--- config.mk ---
export PLATFORM = sky130hd
export DESIGN_NAME = tcp_udp_checksum_stream_unit
export DESIGN_NICKNAME = d
export VERILOG_FILES = /design/src/hw/rtl/tucs_pkg.sv /design/src/hw/rtl/tucs_finish.sv /design/src/hw/rtl/tcp_udp_checksum_stream_unit.sv
export SDC_FILE = /design/constraint.sdc
export NUM_CORES = 1
export LEC_CHECK = 0
export ABC_AREA = 1
export BUFFER_PORTS_ARGS = -buffer_cell sky130_fd_sc_hd__clkbuf_2
export CAP_MARGIN = 20
export CORE_ASPECT_RATIO = 0.8
export CORE_UTILIZATION = 40
export DETAILED_ROUTE_END_ITERATION = 10
export GPL_ROUTABILITY_DRIVEN = 0
export PLACE_DENSITY_LB_ADDON = 0.15
export SYNTH_ARGS = -nofsm -noshare
export SYNTH_HDL_FRONTEND = slang
export SYNTH_SLANG_ARGS = --single-unit
--- constraint.sdc ---
create_clock -name clk_i -period 8.4 [get_ports clk_i]
set_input_delay 0 -clock clk_i [delete_from_list [all_inputs] [get_ports clk_i]]
set_output_delay 0 -clock clk_i [all_outputs]
set_load 0.005 [all_outputs]
--- src/hw/rtl/tucs_pkg.sv ---
package tucs_pkg;

  localparam logic [7:0]  TCP_PROTO     = 8'd6;
  localparam logic [7:0]  UDP_PROTO     = 8'd17;
  localparam logic [4:0]  TCP_CSUM_POS  = 5'd16;
  localparam logic [4:0]  UDP_CSUM_POS  = 5'd6;
  localparam logic [4:0]  NO_CSUM_POS   = 5'd0;
  localparam logic [3:0]  VERSION_IPV4  = 4'h4;
  localparam logic [3:0]  MIN_HDR_WORDS = 4'd5;
  localparam logic [15:0] IDX_VER_IHL   = 16'd0;
  localparam logic [15:0] IDX_LEN_HI    = 16'd2;
  localparam logic [15:0] IDX_LEN_LO    = 16'd3;
  localparam logic [15:0] IDX_PROTO     = 16'd9;
  localparam logic [15:0] IDX_ADDR_LO   = 16'd12;
  localparam logic [15:0] IDX_ADDR_HI   = 16'd19;
  localparam logic [15:0] IDX_MAX       = 16'hFFFF;
  localparam logic [15:0] CSUM_ALL_ONES = 16'hFFFF;

  typedef enum logic [2:0] {
    ST_VALID       = 3'd0,
    ST_NOT_IPV4    = 3'd1,
    ST_OTHER_PROTO = 3'd2,
    ST_SEG_SHORT   = 3'd3,
    ST_HDR_SHORT   = 3'd4,
    ST_TRUNCATED   = 3'd5
  } status_e;

  // packet state captured on the last beat
  typedef struct packed {
    logic [15:0] sum;
    logic [3:0]  hdr_words;
    logic        version_ok;
    logic [15:0] total_len;
    logic [7:0]  proto;
    logic [15:0] count;
  } snap_t;

  typedef struct packed {
    logic [15:0] value;
    logic [15:0] offset;
    status_e     status;
  } result_t;

  function automatic logic [15:0] ones_add(input logic [15:0] a, input logic [15:0] b);
    logic [16:0] s;
    s = {1'b0, a} + {1'b0, b};
    return s[15:0] + {15'b0, s[16]};
  endfunction

  function automatic logic [4:0] csum_pos(input logic [7:0] proto);
    logic [4:0] p;
    if (proto == TCP_PROTO) begin
      p = TCP_CSUM_POS;
    end else if (proto == UDP_PROTO) begin
      p = UDP_CSUM_POS;
    end else begin
      p = NO_CSUM_POS;
    end
    return p;
  endfunction

endpackage

--- src/hw/rtl/tucs_finish.sv ---
module tucs_finish (
  input  tucs_pkg::snap_t   snap_i,
  output tucs_pkg::result_t result_o
);
  import tucs_pkg::*;

  logic [6:0]  hdr;
  logic [4:0]  pos;
  logic [6:0]  csum_off;
  logic [7:0]  min_len;
  logic [15:0] seg_len;
  logic [15:0] s_proto;
  logic [15:0] s_all;
  logic [15:0] csum;

  assign hdr      = {1'b0, snap_i.hdr_words, 2'b00};
  assign pos      = csum_pos(snap_i.proto);
  assign csum_off = hdr + {2'b0, pos};
  assign min_len  = {1'b0, csum_off} + 8'd2;
  assign seg_len  = snap_i.total_len - {9'b0, hdr};
  assign s_proto  = ones_add(snap_i.sum, {8'b0, snap_i.proto});
  assign s_all    = ones_add(s_proto, seg_len);

  always_comb begin
    csum = ~s_all;
    // UDP reserves zero for "no checksum"
    if (snap_i.proto == UDP_PROTO && csum == 16'd0) begin
      csum = CSUM_ALL_ONES;
    end
  end

  always_comb begin
    result_o.value  = 16'd0;
    result_o.offset = 16'd0;
    if (!snap_i.version_ok) begin
      result_o.status = ST_NOT_IPV4;
    end else if (snap_i.hdr_words < MIN_HDR_WORDS) begin
      result_o.status = ST_HDR_SHORT;
    end else if (snap_i.count < {9'b0, hdr}) begin
      result_o.status = ST_TRUNCATED;
    end else if (pos == NO_CSUM_POS) begin
      result_o.status = ST_OTHER_PROTO;
    end else if (snap_i.total_len < {8'b0, min_len}) begin
      result_o.status = ST_SEG_SHORT;
    end else if (snap_i.count < snap_i.total_len) begin
      result_o.status = ST_TRUNCATED;
    end else begin
      result_o.status = ST_VALID;
      result_o.value  = csum;
      result_o.offset = {9'b0, csum_off};
    end
  end

endmodule

--- src/hw/rtl/tcp_udp_checksum_stream_unit.sv ---
// Takes one packet byte per cycle, back to back, including across packet ends, unless the result output stalls.
// After the beat carrying tlast, the result is registered in the snapshot stage, then in the output stage.
// Throughput: 1 byte per cycle unless stalled; set by the single end-around-carry add per byte.
// Async active-low reset clears the packet state and the valid flags of both output stages, not their data.
// Packet state returns to its reset value after each last beat.
module tcp_udp_checksum_stream_unit (
  input  logic        clk_i,
  input  logic        rst_ni,
  input  logic        s_axis_tvalid,
  output logic        s_axis_tready,
  input  logic [7:0]  s_axis_tdata,   // [7:0] data_byte
  input  logic        s_axis_tlast,   // last_byte
  output logic        m_axis_tvalid,
  input  logic        m_axis_tready,
  output logic [31:0] m_axis_tdata,   // [15:0] checksum_value, [31:16] checksum_offset
  output logic [2:0]  m_axis_tuser    // [2:0] status
);
  import tucs_pkg::*;

  logic [15:0] idx_q, idx_d;
  logic [15:0] sum_q, sum_d;
  logic [3:0]  hw_q, hw_d;
  logic [15:0] tl_q, tl_d;
  logic [7:0]  proto_q, proto_d;
  logic        ver_q, ver_d;

  logic        fin_valid_q, fin_valid_d;
  snap_t       snap_q;
  snap_t       snap_new;
  logic        out_valid_q, out_valid_d;
  result_t     out_q;
  result_t     result;

  logic        in_beat;
  logic        advance;

  logic [3:0]  hw_n;
  logic        ver_n;
  logic [15:0] tl_n;
  logic [7:0]  proto_n;
  logic [5:0]  hdr;
  logic [4:0]  pos;
  logic [6:0]  csum_off;
  logic        csum_hit;
  logic        in_seg;
  logic        in_addr;
  logic [15:0] word;
  logic [15:0] sum_n;
  logic [15:0] idx_n;

  assign advance       = !out_valid_q || m_axis_tready;
  assign s_axis_tready = !fin_valid_q || advance;
  assign in_beat       = s_axis_tvalid && s_axis_tready;

  // header fields take effect on the byte that carries them
  always_comb begin
    hw_n    = hw_q;
    ver_n   = ver_q;
    tl_n    = tl_q;
    proto_n = proto_q;
    if (idx_q == IDX_VER_IHL) begin
      hw_n  = s_axis_tdata[3:0];
      ver_n = s_axis_tdata[7:4] == VERSION_IPV4;
    end else if (idx_q == IDX_LEN_HI) begin
      tl_n = {s_axis_tdata, tl_q[7:0]};
    end else if (idx_q == IDX_LEN_LO) begin
      tl_n = {tl_q[15:8], s_axis_tdata};
    end else if (idx_q == IDX_PROTO) begin
      proto_n = s_axis_tdata;
    end
  end

  assign hdr      = {hw_n, 2'b00};
  assign pos      = csum_pos(proto_n);
  assign csum_off = {1'b0, hdr} + {2'b0, pos};
  // csum_off is even, so both checksum bytes share idx[15:1]
  assign csum_hit = (pos != NO_CSUM_POS) && (idx_q[15:1] == {9'b0, csum_off[6:1]});
  assign in_seg   = (idx_q >= {10'b0, hdr}) && (idx_q < tl_n) && !csum_hit;
  assign in_addr  = (idx_q >= IDX_ADDR_LO) && (idx_q <= IDX_ADDR_HI);
  assign word     = idx_q[0] ? {8'b0, s_axis_tdata} : {s_axis_tdata, 8'b0};
  // address and segment ranges overlap only for headers under 20 bytes,
  // which always fail status, so one adder serves both
  assign sum_n    = (in_seg || in_addr) ? ones_add(sum_q, word) : sum_q;
  assign idx_n    = (idx_q == IDX_MAX) ? idx_q : idx_q + 16'd1;

  always_comb begin
    snap_new.sum        = sum_n;
    snap_new.hdr_words  = hw_n;
    snap_new.version_ok = ver_n;
    snap_new.total_len  = tl_n;
    snap_new.proto      = proto_n;
    snap_new.count      = idx_n;
  end

  always_comb begin
    idx_d   = idx_q;
    sum_d   = sum_q;
    hw_d    = hw_q;
    tl_d    = tl_q;
    proto_d = proto_q;
    ver_d   = ver_q;
    if (in_beat) begin
      if (s_axis_tlast) begin
        idx_d   = 16'd0;
        sum_d   = 16'd0;
        hw_d    = 4'd0;
        tl_d    = 16'd0;
        proto_d = 8'd0;
        ver_d   = 1'b0;
      end else begin
        idx_d   = idx_n;
        sum_d   = sum_n;
        hw_d    = hw_n;
        tl_d    = tl_n;
        proto_d = proto_n;
        ver_d   = ver_n;
      end
    end
  end

  always_comb begin
    fin_valid_d = fin_valid_q;
    if (in_beat && s_axis_tlast) begin
      fin_valid_d = 1'b1;
    end else if (advance) begin
      fin_valid_d = 1'b0;
    end
    out_valid_d = advance ? fin_valid_q : out_valid_q;
  end

  always_ff @(posedge clk_i or negedge rst_ni) begin
    if (!rst_ni) begin
      idx_q       <= 16'd0;
      sum_q       <= 16'd0;
      hw_q        <= 4'd0;
      tl_q        <= 16'd0;
      proto_q     <= 8'd0;
      ver_q       <= 1'b0;
      fin_valid_q <= 1'b0;
      out_valid_q <= 1'b0;
    end else begin
      idx_q       <= idx_d;
      sum_q       <= sum_d;
      hw_q        <= hw_d;
      tl_q        <= tl_d;
      proto_q     <= proto_d;
      ver_q       <= ver_d;
      fin_valid_q <= fin_valid_d;
      out_valid_q <= out_valid_d;
    end
  end

  always_ff @(posedge clk_i) begin
    if (in_beat && s_axis_tlast) begin
      snap_q <= snap_new;
    end
    if (advance) begin
      out_q <= result;
    end
  end

  tucs_finish u_finish (
    .snap_i   (snap_q),
    .result_o (result)
  );

  assign m_axis_tvalid = out_valid_q;
  assign m_axis_tdata  = {out_q.offset, out_q.value};
  assign m_axis_tuser  = out_q.status;

endmodule

# [After elaboration in Yosys (flattened, before gate mapping)]
# Cells that the tools add are included.
[word_totals] memories=0 mem_bits_rw=0 input_bits=13 regBits=159 out_inout_bits=37 mem_bits_ro=0 latch_bits=0
[op_classes] eq_ne=10 n_shift=0 muxes=30 addsub=11 bitwise_logic=2 n_mul=0 reduce_logical=21 div=0 n_lt_le_gt_ge=8
[op_table] cell="2-to-1 mux 16 bit" n=9
[op_table] cell="adder 16 x 1 -> 16 bit" n=3
[op_table] cell="2-to-1 mux 8 bit" n=6
[op_table] cell="adder 16 x 16 -> 17 bit" n=2
[op_table] cell="== test 16 x 2 -> 1 bit (second input constant)" n=2
[op_table] cell="logical NOT 16 bit" n=2
[op_table] cell="less-than comparator 16 bit" n=2
[op_table] cell="2-to-1 mux 3 bit" n=7
[op_table] cell="adder 16 x 8 -> 17 bit" n=1
[op_table] cell="adder 16 x 1 -> 16 bit (second input constant)" n=1
[op_table] cell="== test 16 bit (second input constant)" n=1
[op_table] cell="== test 16 x 4 -> 1 bit (second input constant)" n=1
[op_table] cell="== test 8 x 3 -> 1 bit (second input constant)" n=2
[op_table] cell="== test 8 x 5 -> 1 bit (second input constant)" n=2
[op_table] cell="greater-or-equal comparator 16 x 4 -> 1 bit (second input constant)" n=1
[op_table] cell="greater-or-equal comparator 16 x 6 -> 1 bit" n=1
[op_table] cell="<= comparator 16 x 5 -> 1 bit (second input constant)" n=1
[op_table] cell="less-than comparator 16 x 6 -> 1 bit" n=1
[op_table] cell="less-than comparator 16 x 8 -> 1 bit" n=1
[op_table] cell="inverter 16 bit" n=1
[op_table] cell="subtractor 16 x 6 -> 16 bit" n=1
[op_table] cell="== test 15 x 6 -> 1 bit" n=1
[op_table] cell="adder 6 x 5 -> 7 bit" n=2
[op_table] cell="2-to-1 mux 5 bit" n=2
[op_table] cell="15 further kinds" n=29

# [Depth between registers and ports, before layout]
# Gate-level depths: netlist (run 1).
[logic_depth] word_depth=16 mapped_depth=48 mapped_depth_nobuf=47

# [Modules after synthesis]
# From an unflattened synthesis (run 1), not the netlist that was laid out.
[unflattened] cells_unflattened=1614 hier_area_um2=12388.1
[by_module_without_submodules] module="tcp_udp_checksum_stream_unit" n_inst=1 cells_each=890 area_each_um2=8391.8 seq_area_each_um2=4459.3
[by_module_without_submodules] module="tucs_finish" n_inst=1 cells_each=724 area_each_um2=3996.3 seq_area_each_um2=0.0

# [Worst setup path after synthesis (run 1)]
# Ideal clock, no wire load.
[synth_path] kind="register to register" from="register snap_q[16] (netlist name)" to="register out_q, in the netlist m_axis_tdata[6], data pin" setup_ns=0.140 slack_ns=2.146 synth_period_minus_slack_ns=6.254 path_stages_with_launch=48 t_arrival_ns=6.115 cell_sequence="edfxtp_1 ha_1 inv_1 fa_1 inv_1 nand2_1 nand2_1 nand2_1 nand2_1 inv_1 o21ai_0 nand2_1 nor2_1 nand3_1 nor3_1 ha_1 nand2_1 nor4_1 [12 not listed] o21bai_1 ha_1 ha_1 inv_1 nor2_1 nand3_4 nor2_4 nand3_2 o21ai_0 nand2_1 nor2_1 nand2_1 nor2_2 nand2_1 nor2_4 buf_6 nor2_1 nor2_1"
[synth_between] elab_chain_cells=8 word_cells_on_any_way=17 cone_classes="6 x add/sub; 1 x order compare; 2 x eq/ne; 3 x mux; 1 x bitwise; 4 x reduce/logical"
[synth_lines] item="start: declaration" line_no="tcp_udp_checksum_stream_unit.sv:28" rtl="snap_t snap_q;"
[synth_lines] item="start signal: assignment" line_no="tcp_udp_checksum_stream_unit.sv:155" rtl="snap_q <= snap_new;"
[synth_lines] item="adder 16 x 8 -> 17 bit" line_no="tucs_pkg.sv:46" rtl="s = {1'b0, a} + {1'b0, b};"
[synth_lines] item="adder 16 x 1 -> 16 bit" line_no="tucs_pkg.sv:47" rtl="return s[15:0] + {15'b0, s[16]};"
[synth_lines] item="adder 16 x 16 -> 17 bit" line_no="tucs_pkg.sv:46"
[synth_lines] item="adder 16 x 1 -> 16 bit" line_no="tucs_pkg.sv:47"
[synth_lines] item="inverter 16 bit" line_no="tucs_finish.sv:25" rtl="csum = ~s_all;"
[synth_lines] item="logical NOT 16 bit" line_no="tucs_finish.sv:27" rtl="if (snap_i.proto == UDP_PROTO && csum == 16'd0) begin"
[synth_lines] item="logical AND 1 bit" line_no="tucs_finish.sv:27"
[synth_lines] item="2-to-1 mux 16 bit" line_no="tucs_finish.sv:27"
[synth_lines] item="end signal: assignment" line_no="tcp_udp_checksum_stream_unit.sv:158" rtl="out_q <= result;"
[synth_lines] item="end: declaration" line_no="tcp_udp_checksum_stream_unit.sv:31" rtl="result_t out_q;"
# Parallel ways exist; a longest one is shown, timed or not.
# A chain may end at the register's enable or synchronous reset.

# [Worst setup path after layout (run 1)]
[layout_path] from="register snap_q[16] (netlist name)" to="register out_q, in the netlist m_axis_tdata[13], data pin"
# Same word-level chain as after synthesis.

==> metrics.md, run 1 <==
| Metric | Value |
|---|---|
| Violated checks | `design-rule violations` |
| Power density over cell area | `~270 nW/um2` |
| Hold WS | `0.004139 ns` |
| Crit Path Max Fanout | `15` |
| WP data required | `8.67 ns` |
| DR vias | `9907` |
| Inserted Diodes | `0` |
| Pre-antenna DRT Iters | `8` |
| Leak pwr | `between 6 and 7 nW` |
| Reg power frac | `28.2%` |
| Clock Power Share | `approximately 22%` |
| Post-Route Utilization | `between 40 and 50%` |
| Slew @ Worst Pin | `1.034 ns` |
| Die area | `30010 um2` |
| Number of placement rows | `55` |
| Combinational share of power | `50.3%` |
| Worst setup margin | `1.197 ns` |
| First DRT Iteration DRCs | `833` |
| Post-Syn Area per Cell | `7.497 um2` |
| P&R area growth vs syn | `9.881%` |
| Routed vias/inst | `roughly 5.0` |
| Routed Antenna Nets | `0` |
| CTS tree | `built` |
| PortBufs | `39` |
| DP Worst Slack | `roughly 1.2 ns` |
| Fin. Hold Viols | `0` |
| CP arrival | `~7.5 ns` |
| RSZ-0062 raised after global routing | `no` |
| First-pass GRT wire length | `49.29 mm` |
| Synth Instances | `about 1600` |
| Top cell by count, worst path | `nand2_1` |
| WL/cell | `15.53 um` |
| Die width | `193.4 um` |
| TNS Setup | `0 ns` |
| Worst Path Class, Setup | `register to register` |
| Switching portion of total power | `46.10%` |
| Worst hold path type | `primary input to register` |
| Clock skew | `0.02019 ns` |
| Gr ovfl total | `0` |
| Fin. max-slew vios | `0` |
| Worst setup SP type | `register` |
| Final setup vio count | `0` |
| Tcrit/Tclk final | `85.75%` |
| CP max-delay cell | `fa_1` |
| Post-route DRC | `2` |
| Clock Sink Count | `149` |
| CP delay by family, top | `simple AND/OR/NAND/NOR gates` |
| Final min period | `7.203 ns` |
| Leading area contributor after synthesis | `edfxtp_1` |
| DIE HEIGHT | `155.1 um` |
| Pin count of the biggest net entering global routing | `64` |
| Post-synth EDFFs | `86` |
| CP peak stage delay | `0.39 ns` |
| Slew HR | `about 31%` |
| # IOs | `50` |
| Critical Path Sink Type | `register` |
| Final HPWL DP | `24.14 mm` |
| # fillers | `between 2000 and 3000` |
| Placeable Area | `28560 um2` |
| Via count of the first global-routing pass | `9183` |
| Share of the synthesized area in the top cell type | `22.03%` |
| Yosys cell types | `51` |
| P_sw | `1.601 mW` |
| Netlist Area Pre-Place | `around 12000 um2` |
| Status | `finished, violations left` |
| Synth area leaders | `edfxtp_1, dfrtp_1, nand2_1` |
| Share of layout cells above drive strength 1 | `7.531%` |
| Maximum vdd drop | `157.1 uV` |
| GRT Total Usage | `a little over a fifth` |
| Internal power | `approximately 1.9 mW` |
| Asr flop ratio synth | `42.28%` |
| Root Driver | `clkbuf_16` |
| Initial antenna violation count | `0` |
| Max_cap viols | `0` |
| H-tree levels | `4` |
| Main synth FF type | `edfxtp_1` |
| Clk slew on worst S/H paths | `approximately 0.070 ns` |
| Clock latency on the worst-skew pair | `approximately 0.44 ns` |
| Fmax | `~140 MHz` |
| Initial Utilization | `~40%` |
| Commonest cells after routing, fill and taps aside | `nand2_1, inv_1, nor2_1, nand3_1, ha_1` |
| #FFs+latches synth | `between 100 and 150` |
| Most common cell after layout, fill and taps aside | `nand2_1` |
| Buf+Inv Stages, Crit Path | `4` |
| Post-synthesis sequential area ratio | `between 30% and 40%` |
| CTS max path bufs | `2` |
| TritonCTS buffer count | `17` |
| Routed Wire Length | `between 30 and 40 mm` |
| Yosys warns | `0` |
| Net count, final | `1728` |
==> stage by stage <==
stage | power (mW) | area [um2] | std cells
after floorplan | 2.292 | 11760 | 1573
after global placement | 2.715 | 12290 | 1955
after detailed placement | 2.724 | 12290 | 1955
after CTS | 3.481 | 12880 | 1990
after global routing | 3.765 | 12880 | 1990
final | 3.473 | 12880 | 1990
==> path summary, 6_finish.rpt <==
kind,startpoint,to,slack [ns],cells past startpoint
worst max register to register,snap_q[16]$_DFFE_PP_,m_axis_tdata[13]$_SDFFCE_PP0P_,1.20,45
worst min-delay path,s_axis_tdata[2],proto_q[2]$_DFFE_PN0P_,0.004,3
min in group asynchronous,rst_ni,sum_q[5]$_DFFE_PN0P_,0.28,3
worst min register to register,fin_valid_q$_DFFE_PN0P_,m_axis_tvalid$_DFFE_PN0P_,0.48,2
worst max-delay path,snap_q[16]$_DFFE_PP_,m_axis_tdata[13]$_SDFFCE_PP0P_,1.20,45
max in group asynchronous,rst_ni,m_axis_tvalid$_DFFE_PN0P_,7.51,3
==> routing by layer <==
metal | track usage [%] | wire length (um) | up-vias
li1 | - | - | 5159
met1 | 31.44 | 15980 | 4507
met2 | 32.28 | 12950 | 224
met3 | 3.750 | 1678 | 17
met4 | 4.000 | 293 | 0
met5 | 0 | 0 | -
==> timing repair <==
action | in CTS | in global routing
gates resized for setup | 0 | 0
setup buffers | 0 | 0
hold buffers | 3 | 0
hold endpoints to repair | 64 | 0
==> cell type report <==
| class | count | area, um2 | area share (%) |
|---|---|---|---|
| Multi-Input combinational cell | 1122 | 6412 | 49.77 |
| Sequential cell | 149 | 4159 | 32.28 |
| Inverter | 268 | 1006 | 7.808 |
| Tap cell | 370 | 462.9 | 3.593 |
| Clock buffer | 18 | 429.2 | 3.331 |
| Timing Repair Buffer | 49 | 277.8 | 2.156 |
| Clock inverter | 14 | 136.4 | 1.059 |
==> cell families (layout without fill, tap and decap cells) <==
logic type,Yosys count,in the layout,share of synthesized area [%]
adder cells (fa/ha/maj),108,108,11.78
flip-flops,149,149,35.47
other,2,11,0.06405
XOR/XNOR,72,72,5.378
buffers and inverters,302,349,10.21
AND/OR/NAND/NOR,739,739,27.53
AO/OA/AOI/OAI,192,192,9.561
==> synthesized netlist by cell type, types with 3 or more instances <==
cell      number
nand4_1       32
nand3b_1       3
edfxtp_1      86
nand3_1      105
o21bai_1       8
clkbuf_1      17
o211ai_1       3
a22o_1         6
nor4_1         8
nor2_4         3
a21boi_0       3
inv_1        262
or2_2          5
nand3_2        4
o22ai_1       19
and2_1        15
xor2_1        49
dfrtp_1       63
nand2_2        9
a211oi_1       3
o21ai_2        4
nor3_1        22
o21ai_0       68
nor2_2         6
nor2_1       141
inv_2          5
nand2_1      380
xnor2_1       23
fa_1           4
buf_2          3
ha_1         104
o21a_1         9
o21ai_1        4
a21oi_1       56
buf_4         12
==> worst reg2reg max path, delay by kind of cell, from the launching register on <==
family                     cells  cell delay, ns
DFF                            1            0.38
xor gates and xnor gates       1            0.17
AOI/OAI and AO/OA              3            0.49
adders and majority gates      6            1.54
and+or+nand+nor               31            4.22
buffers and inverters          4            0.22
==> power groups by stage <==
stage	clock network (mW)	registers, mW	logic, mW
floorplan	0	0.959	1.33
global placement	0	0.991	1.72
detailed placement	0	0.993	1.73
CTS	0.763	0.978	1.74
global route	0.791	0.989	1.99
finish	0.747	0.979	1.75
==> sequential cells by signal, summed over array words and instances, names as in the netlist <==
name / count
fin_valid_q: 1
hw_q: 4
sum_q: 16
ver_q: 1
m_axis_tuser: 3
snap_q: 61
idx_q: 16
tl_q: 16
proto_q: 8
m_axis_tdata: 22
m_axis_tvalid: 1
No activity file was read; power rests on OpenSTA's default activity.
==> run 2: changes to the inputs <==
--- a/config.mk
+++ b/config.mk
@@ -12,7 +12,6 @@
 export CORE_UTILIZATION = 40
 export DETAILED_ROUTE_END_ITERATION = 10
 export GPL_ROUTABILITY_DRIVEN = 0
-export PLACE_DENSITY_LB_ADDON = 0.15
 export SYNTH_ARGS = -nofsm -noshare
 export SYNTH_HDL_FRONTEND = slang
 export SYNTH_SLANG_ARGS = --single-unit
==> run 2 against run 1 <==
  * The flow still finishes with violations (design-rule violations)
  * Maximum frequency decreased by 0.95%
  * Register-to-register slack worse by 0.07 ns
  * Sequential share of layout area hardly changed
  * Sequential power hardly changed
  * Cell area about the same
  * Die area unchanged
  * Clock power fell by 3.2%
  * First-iteration DRC count is 13% lower
  * Setup slack worse by 0.069 ns
  * Count of clock-buffer cells in the layout is 1 higher
  * Flip-flop and latch count unchanged
  * Clock skew fell by 0.0068 ns
  * Critical path type unchanged
==> metrics.md, run 2 (synthesis results as in run 1) <==
| Metric | Value |
|---|---|
| Status | `finished, violations left (unchanged)` |
| Violated checks | `design-rule violations (unchanged)` |
| Slew HR | `30.88% (was 30.96%)` |
| DR vias | `10171 (was 9907)` |
| Pre-antenna DRT Iters | `8 (unchanged)` |
| Initial antenna violation count | `1 (was 0)` |
| First DRT Iteration DRCs | `726 (was 833)` |
| Final Cell Area | `12880 um2 (about the same)` |
| Power density over cell area | `268.1 nW/um2 (was 269.6 nW/um2)` |
| CP peak stage delay | `0.40 ns (was 0.39 ns)` |
| Worst R2R Start | `snap_q[16]$_DFFE_PP_ (unchanged)` |
| Final min period | `7.272 ns (was 7.203 ns)` |
| Routed vias/inst | `5.108 (was 4.978)` |
| Fmax | `137.5 MHz (was 138.8 MHz)` |
| First-pass GRT wire length | `49.57 mm (was 49.29 mm)` |
| Die width | `193.4 um (unchanged)` |
| Setup crit start | `snap_q[16]$_DFFE_PP_ (unchanged)` |
| Max reg flops | `61 (unchanged)` |
| P&R area growth vs syn | `9.818% (was 9.881%)` |
| Largest Register | `snap_q (unchanged)` |
| # fillers | `2869 (unchanged)` |
| Share of layout cells above drive strength 1 | `7.465% (was 7.531%)` |
| CP arrival | `7.53 ns (was 7.47 ns)` |
| Most common cell after layout, fill and taps aside | `nand2_1 (unchanged)` |
| TritonCTS buffer count | `17 (unchanged)` |
| Worst setup SP type | `register (unchanged)` |
| H-tree levels | `4 (unchanged)` |
| Net count, final | `1729 (was 1728)` |
| Post-route DRC | `4 (was 2)` |
| Placeable Area | `28560 um2 (unchanged)` |
| Fin. Hold Viols | `0 (unchanged)` |
| WL/cell | `15.18 um (was 15.53 um)` |
| Clock skew | `0.01342 ns (was 0.02019 ns)` |
| Gr ovfl total | `0 (unchanged)` |
| Via count of the first global-routing pass | `9535 (was 9183)` |
| DIE HEIGHT | `155.1 um (unchanged)` |
| Post-DP Area | `12290 um2 (unchanged)` |
| Root Driver | `clkbuf_16 (unchanged)` |
| Critical Path Sink Type | `register (unchanged)` |
| Routed Wire Length | `30.22 mm (was 30.90 mm)` |
| Tcrit/Tclk final | `86.57% (was 85.75%)` |
| Worst Path Class, Setup | `register to register (unchanged)` |
| Clock Sink Count | `149 (unchanged)` |
| Worst hold path type | `primary input to register (unchanged)` |
| Max_cap viols | `0 (unchanged)` |
| GRT Total Usage | `21.03% (was 21.19%)` |
| # IOs | `50 (unchanged)` |
| TNS Setup | `0 ns (unchanged)` |
| Routed Antenna Nets | `0 (unchanged)` |
| CTS tree | `built (unchanged)` |
| WP data required | `8.66 ns (was 8.67 ns)` |
| RSZ-0062 raised after global routing | `no (unchanged)` |
| Leak pwr | `6.426 nW (was 6.431 nW)` |
| Clk slew on worst S/H paths | `0.06 ns (was 0.07 ns)` |
| Final HPWL DP | `23.63 mm (was 24.14 mm)` |
| PortBufs | `39 (unchanged)` |
| Initial Utilization | `41.06% (unchanged)` |
| Top cell by count, worst path | `nand2_1 (unchanged)` |
| Hold WS | `0.02403 ns (was 0.004139 ns)` |
| Maximum vdd drop | `171.2 uV (was 157.1 uV)` |
| Commonest cells after routing, fill and taps aside | `nand2_1, inv_1, nor2_1, nand3_1, ha_1 (unchanged)` |
| Final setup vio count | `0 (unchanged)` |
| Buf+Inv Stages, Crit Path | `4 (unchanged)` |
| Hold wc startpoint | `s_axis_tdata[7] (was s_axis_tdata[2])` |
| CP max-delay cell | `fa_1 (unchanged)` |
| Resized Gates After CTS | `0 (unchanged)` |
| Fin. max-slew vios | `0 (unchanged)` |
| Die area | `30010 um2 (unchanged)` |
| CP delay by family, top | `simple AND/OR/NAND/NOR gates (unchanged)` |
| Clock latency on the worst-skew pair | `0.43 ns (was 0.44 ns)` |
| Pin count of the biggest net entering global routing | `64 (unchanged)` |
| Post-Route Utilization | `45.09% (was 45.11%)` |
| Number of placement rows | `55 (unchanged)` |
| Crit Path Max Fanout | `15 (unchanged)` |
| Slew @ Worst Pin | `1.036 ns (was 1.034 ns)` |
| CTS max path bufs | `2 (unchanged)` |
| Inserted Diodes | `0 (unchanged)` |
run 2: cell types whose count changed in the layout (fill, tap and decap cells not counted), sizes merged:
| cell | change |
|---|---|
| dlygate4sd3 | +1 |
| clkinv | -1 |
| clkbuf | +1 |
run 2: final timing paths:
path | endpoint | slack [ns] | depth (start not counted)
worst max-delay path | m_axis_tdata[9]$_SDFFCE_PP0P_ | 1.13 | 46
worst min-delay path | snap_q[31]$_DFFE_PP_ | 0.02 | 3
worst max register to register | m_axis_tdata[9]$_SDFFCE_PP0P_ | 1.13 | 46
worst min register to register | m_axis_tvalid$_DFFE_PN0P_ | 0.46 | 2
max in group asynchronous | tl_q[5]$_DFFE_PN0P_ | 7.49 | 3
min in group asynchronous | sum_q[12]$_DFFE_PN0P_ | 0.29 | 3
run 2: report_power, final:
part	leakage (nW)	switching, mW	internal (mW)	total, mW
clock	0.259	0.335	0.388	0.723
combinational	4.44	1.16	0.586	1.75
sequential	1.73	0.0830	0.895	0.978
total	6.43	1.58	1.87	3.45
run 2: cell type report:
class	instances	area, um2	share of cell area [%]
clock buffer	19	432.9	3.362
clock inverter	13	115.1	0.8940
inverter	268	1006	7.813
multi-input combinational	1122	6412	49.80
sequential	149	4159	32.30
tap	370	462.9	3.595
timing repair buffer	50	287.8	2.235
run 2: per-layer routing:
metal | vias to the layer above | wire length, um | GRT usage, % | share of wire, %
met3 | 29 | 1297 | 2.623 | 4.3
met5 | - | 0 | 0 | 0
met2 | 228 | 12850 | 32.56 | 43
li1 | 5165 | - | - | -
met4 | 0 | 640 | 6.781 | 2.1
met1 | 4749 | 15430 | 30.46 | 51
run 2: tightest hold or removal path, stage by stage:
cell	delay, ns
clkbuf_2	0.16
nand2_1	0.07
o21ai_0	0.10
run 2: what timing repair did:
item	4_1_cts	5_1_grt
hold buffers	4	0
hold endpoints to repair	65	0
buffers inserted	0	0
run 2: stage by stage:
step	worst slack, ns	power (mW)	cells
after floorplan	2.146	2.292	1573
after global placement	1.499	2.694	1955
after detailed placement	1.185	2.720	1955
after CTS	1.153	3.452	1991
after global routing	0.1167	3.749	1991
final	1.128	3.452	1991
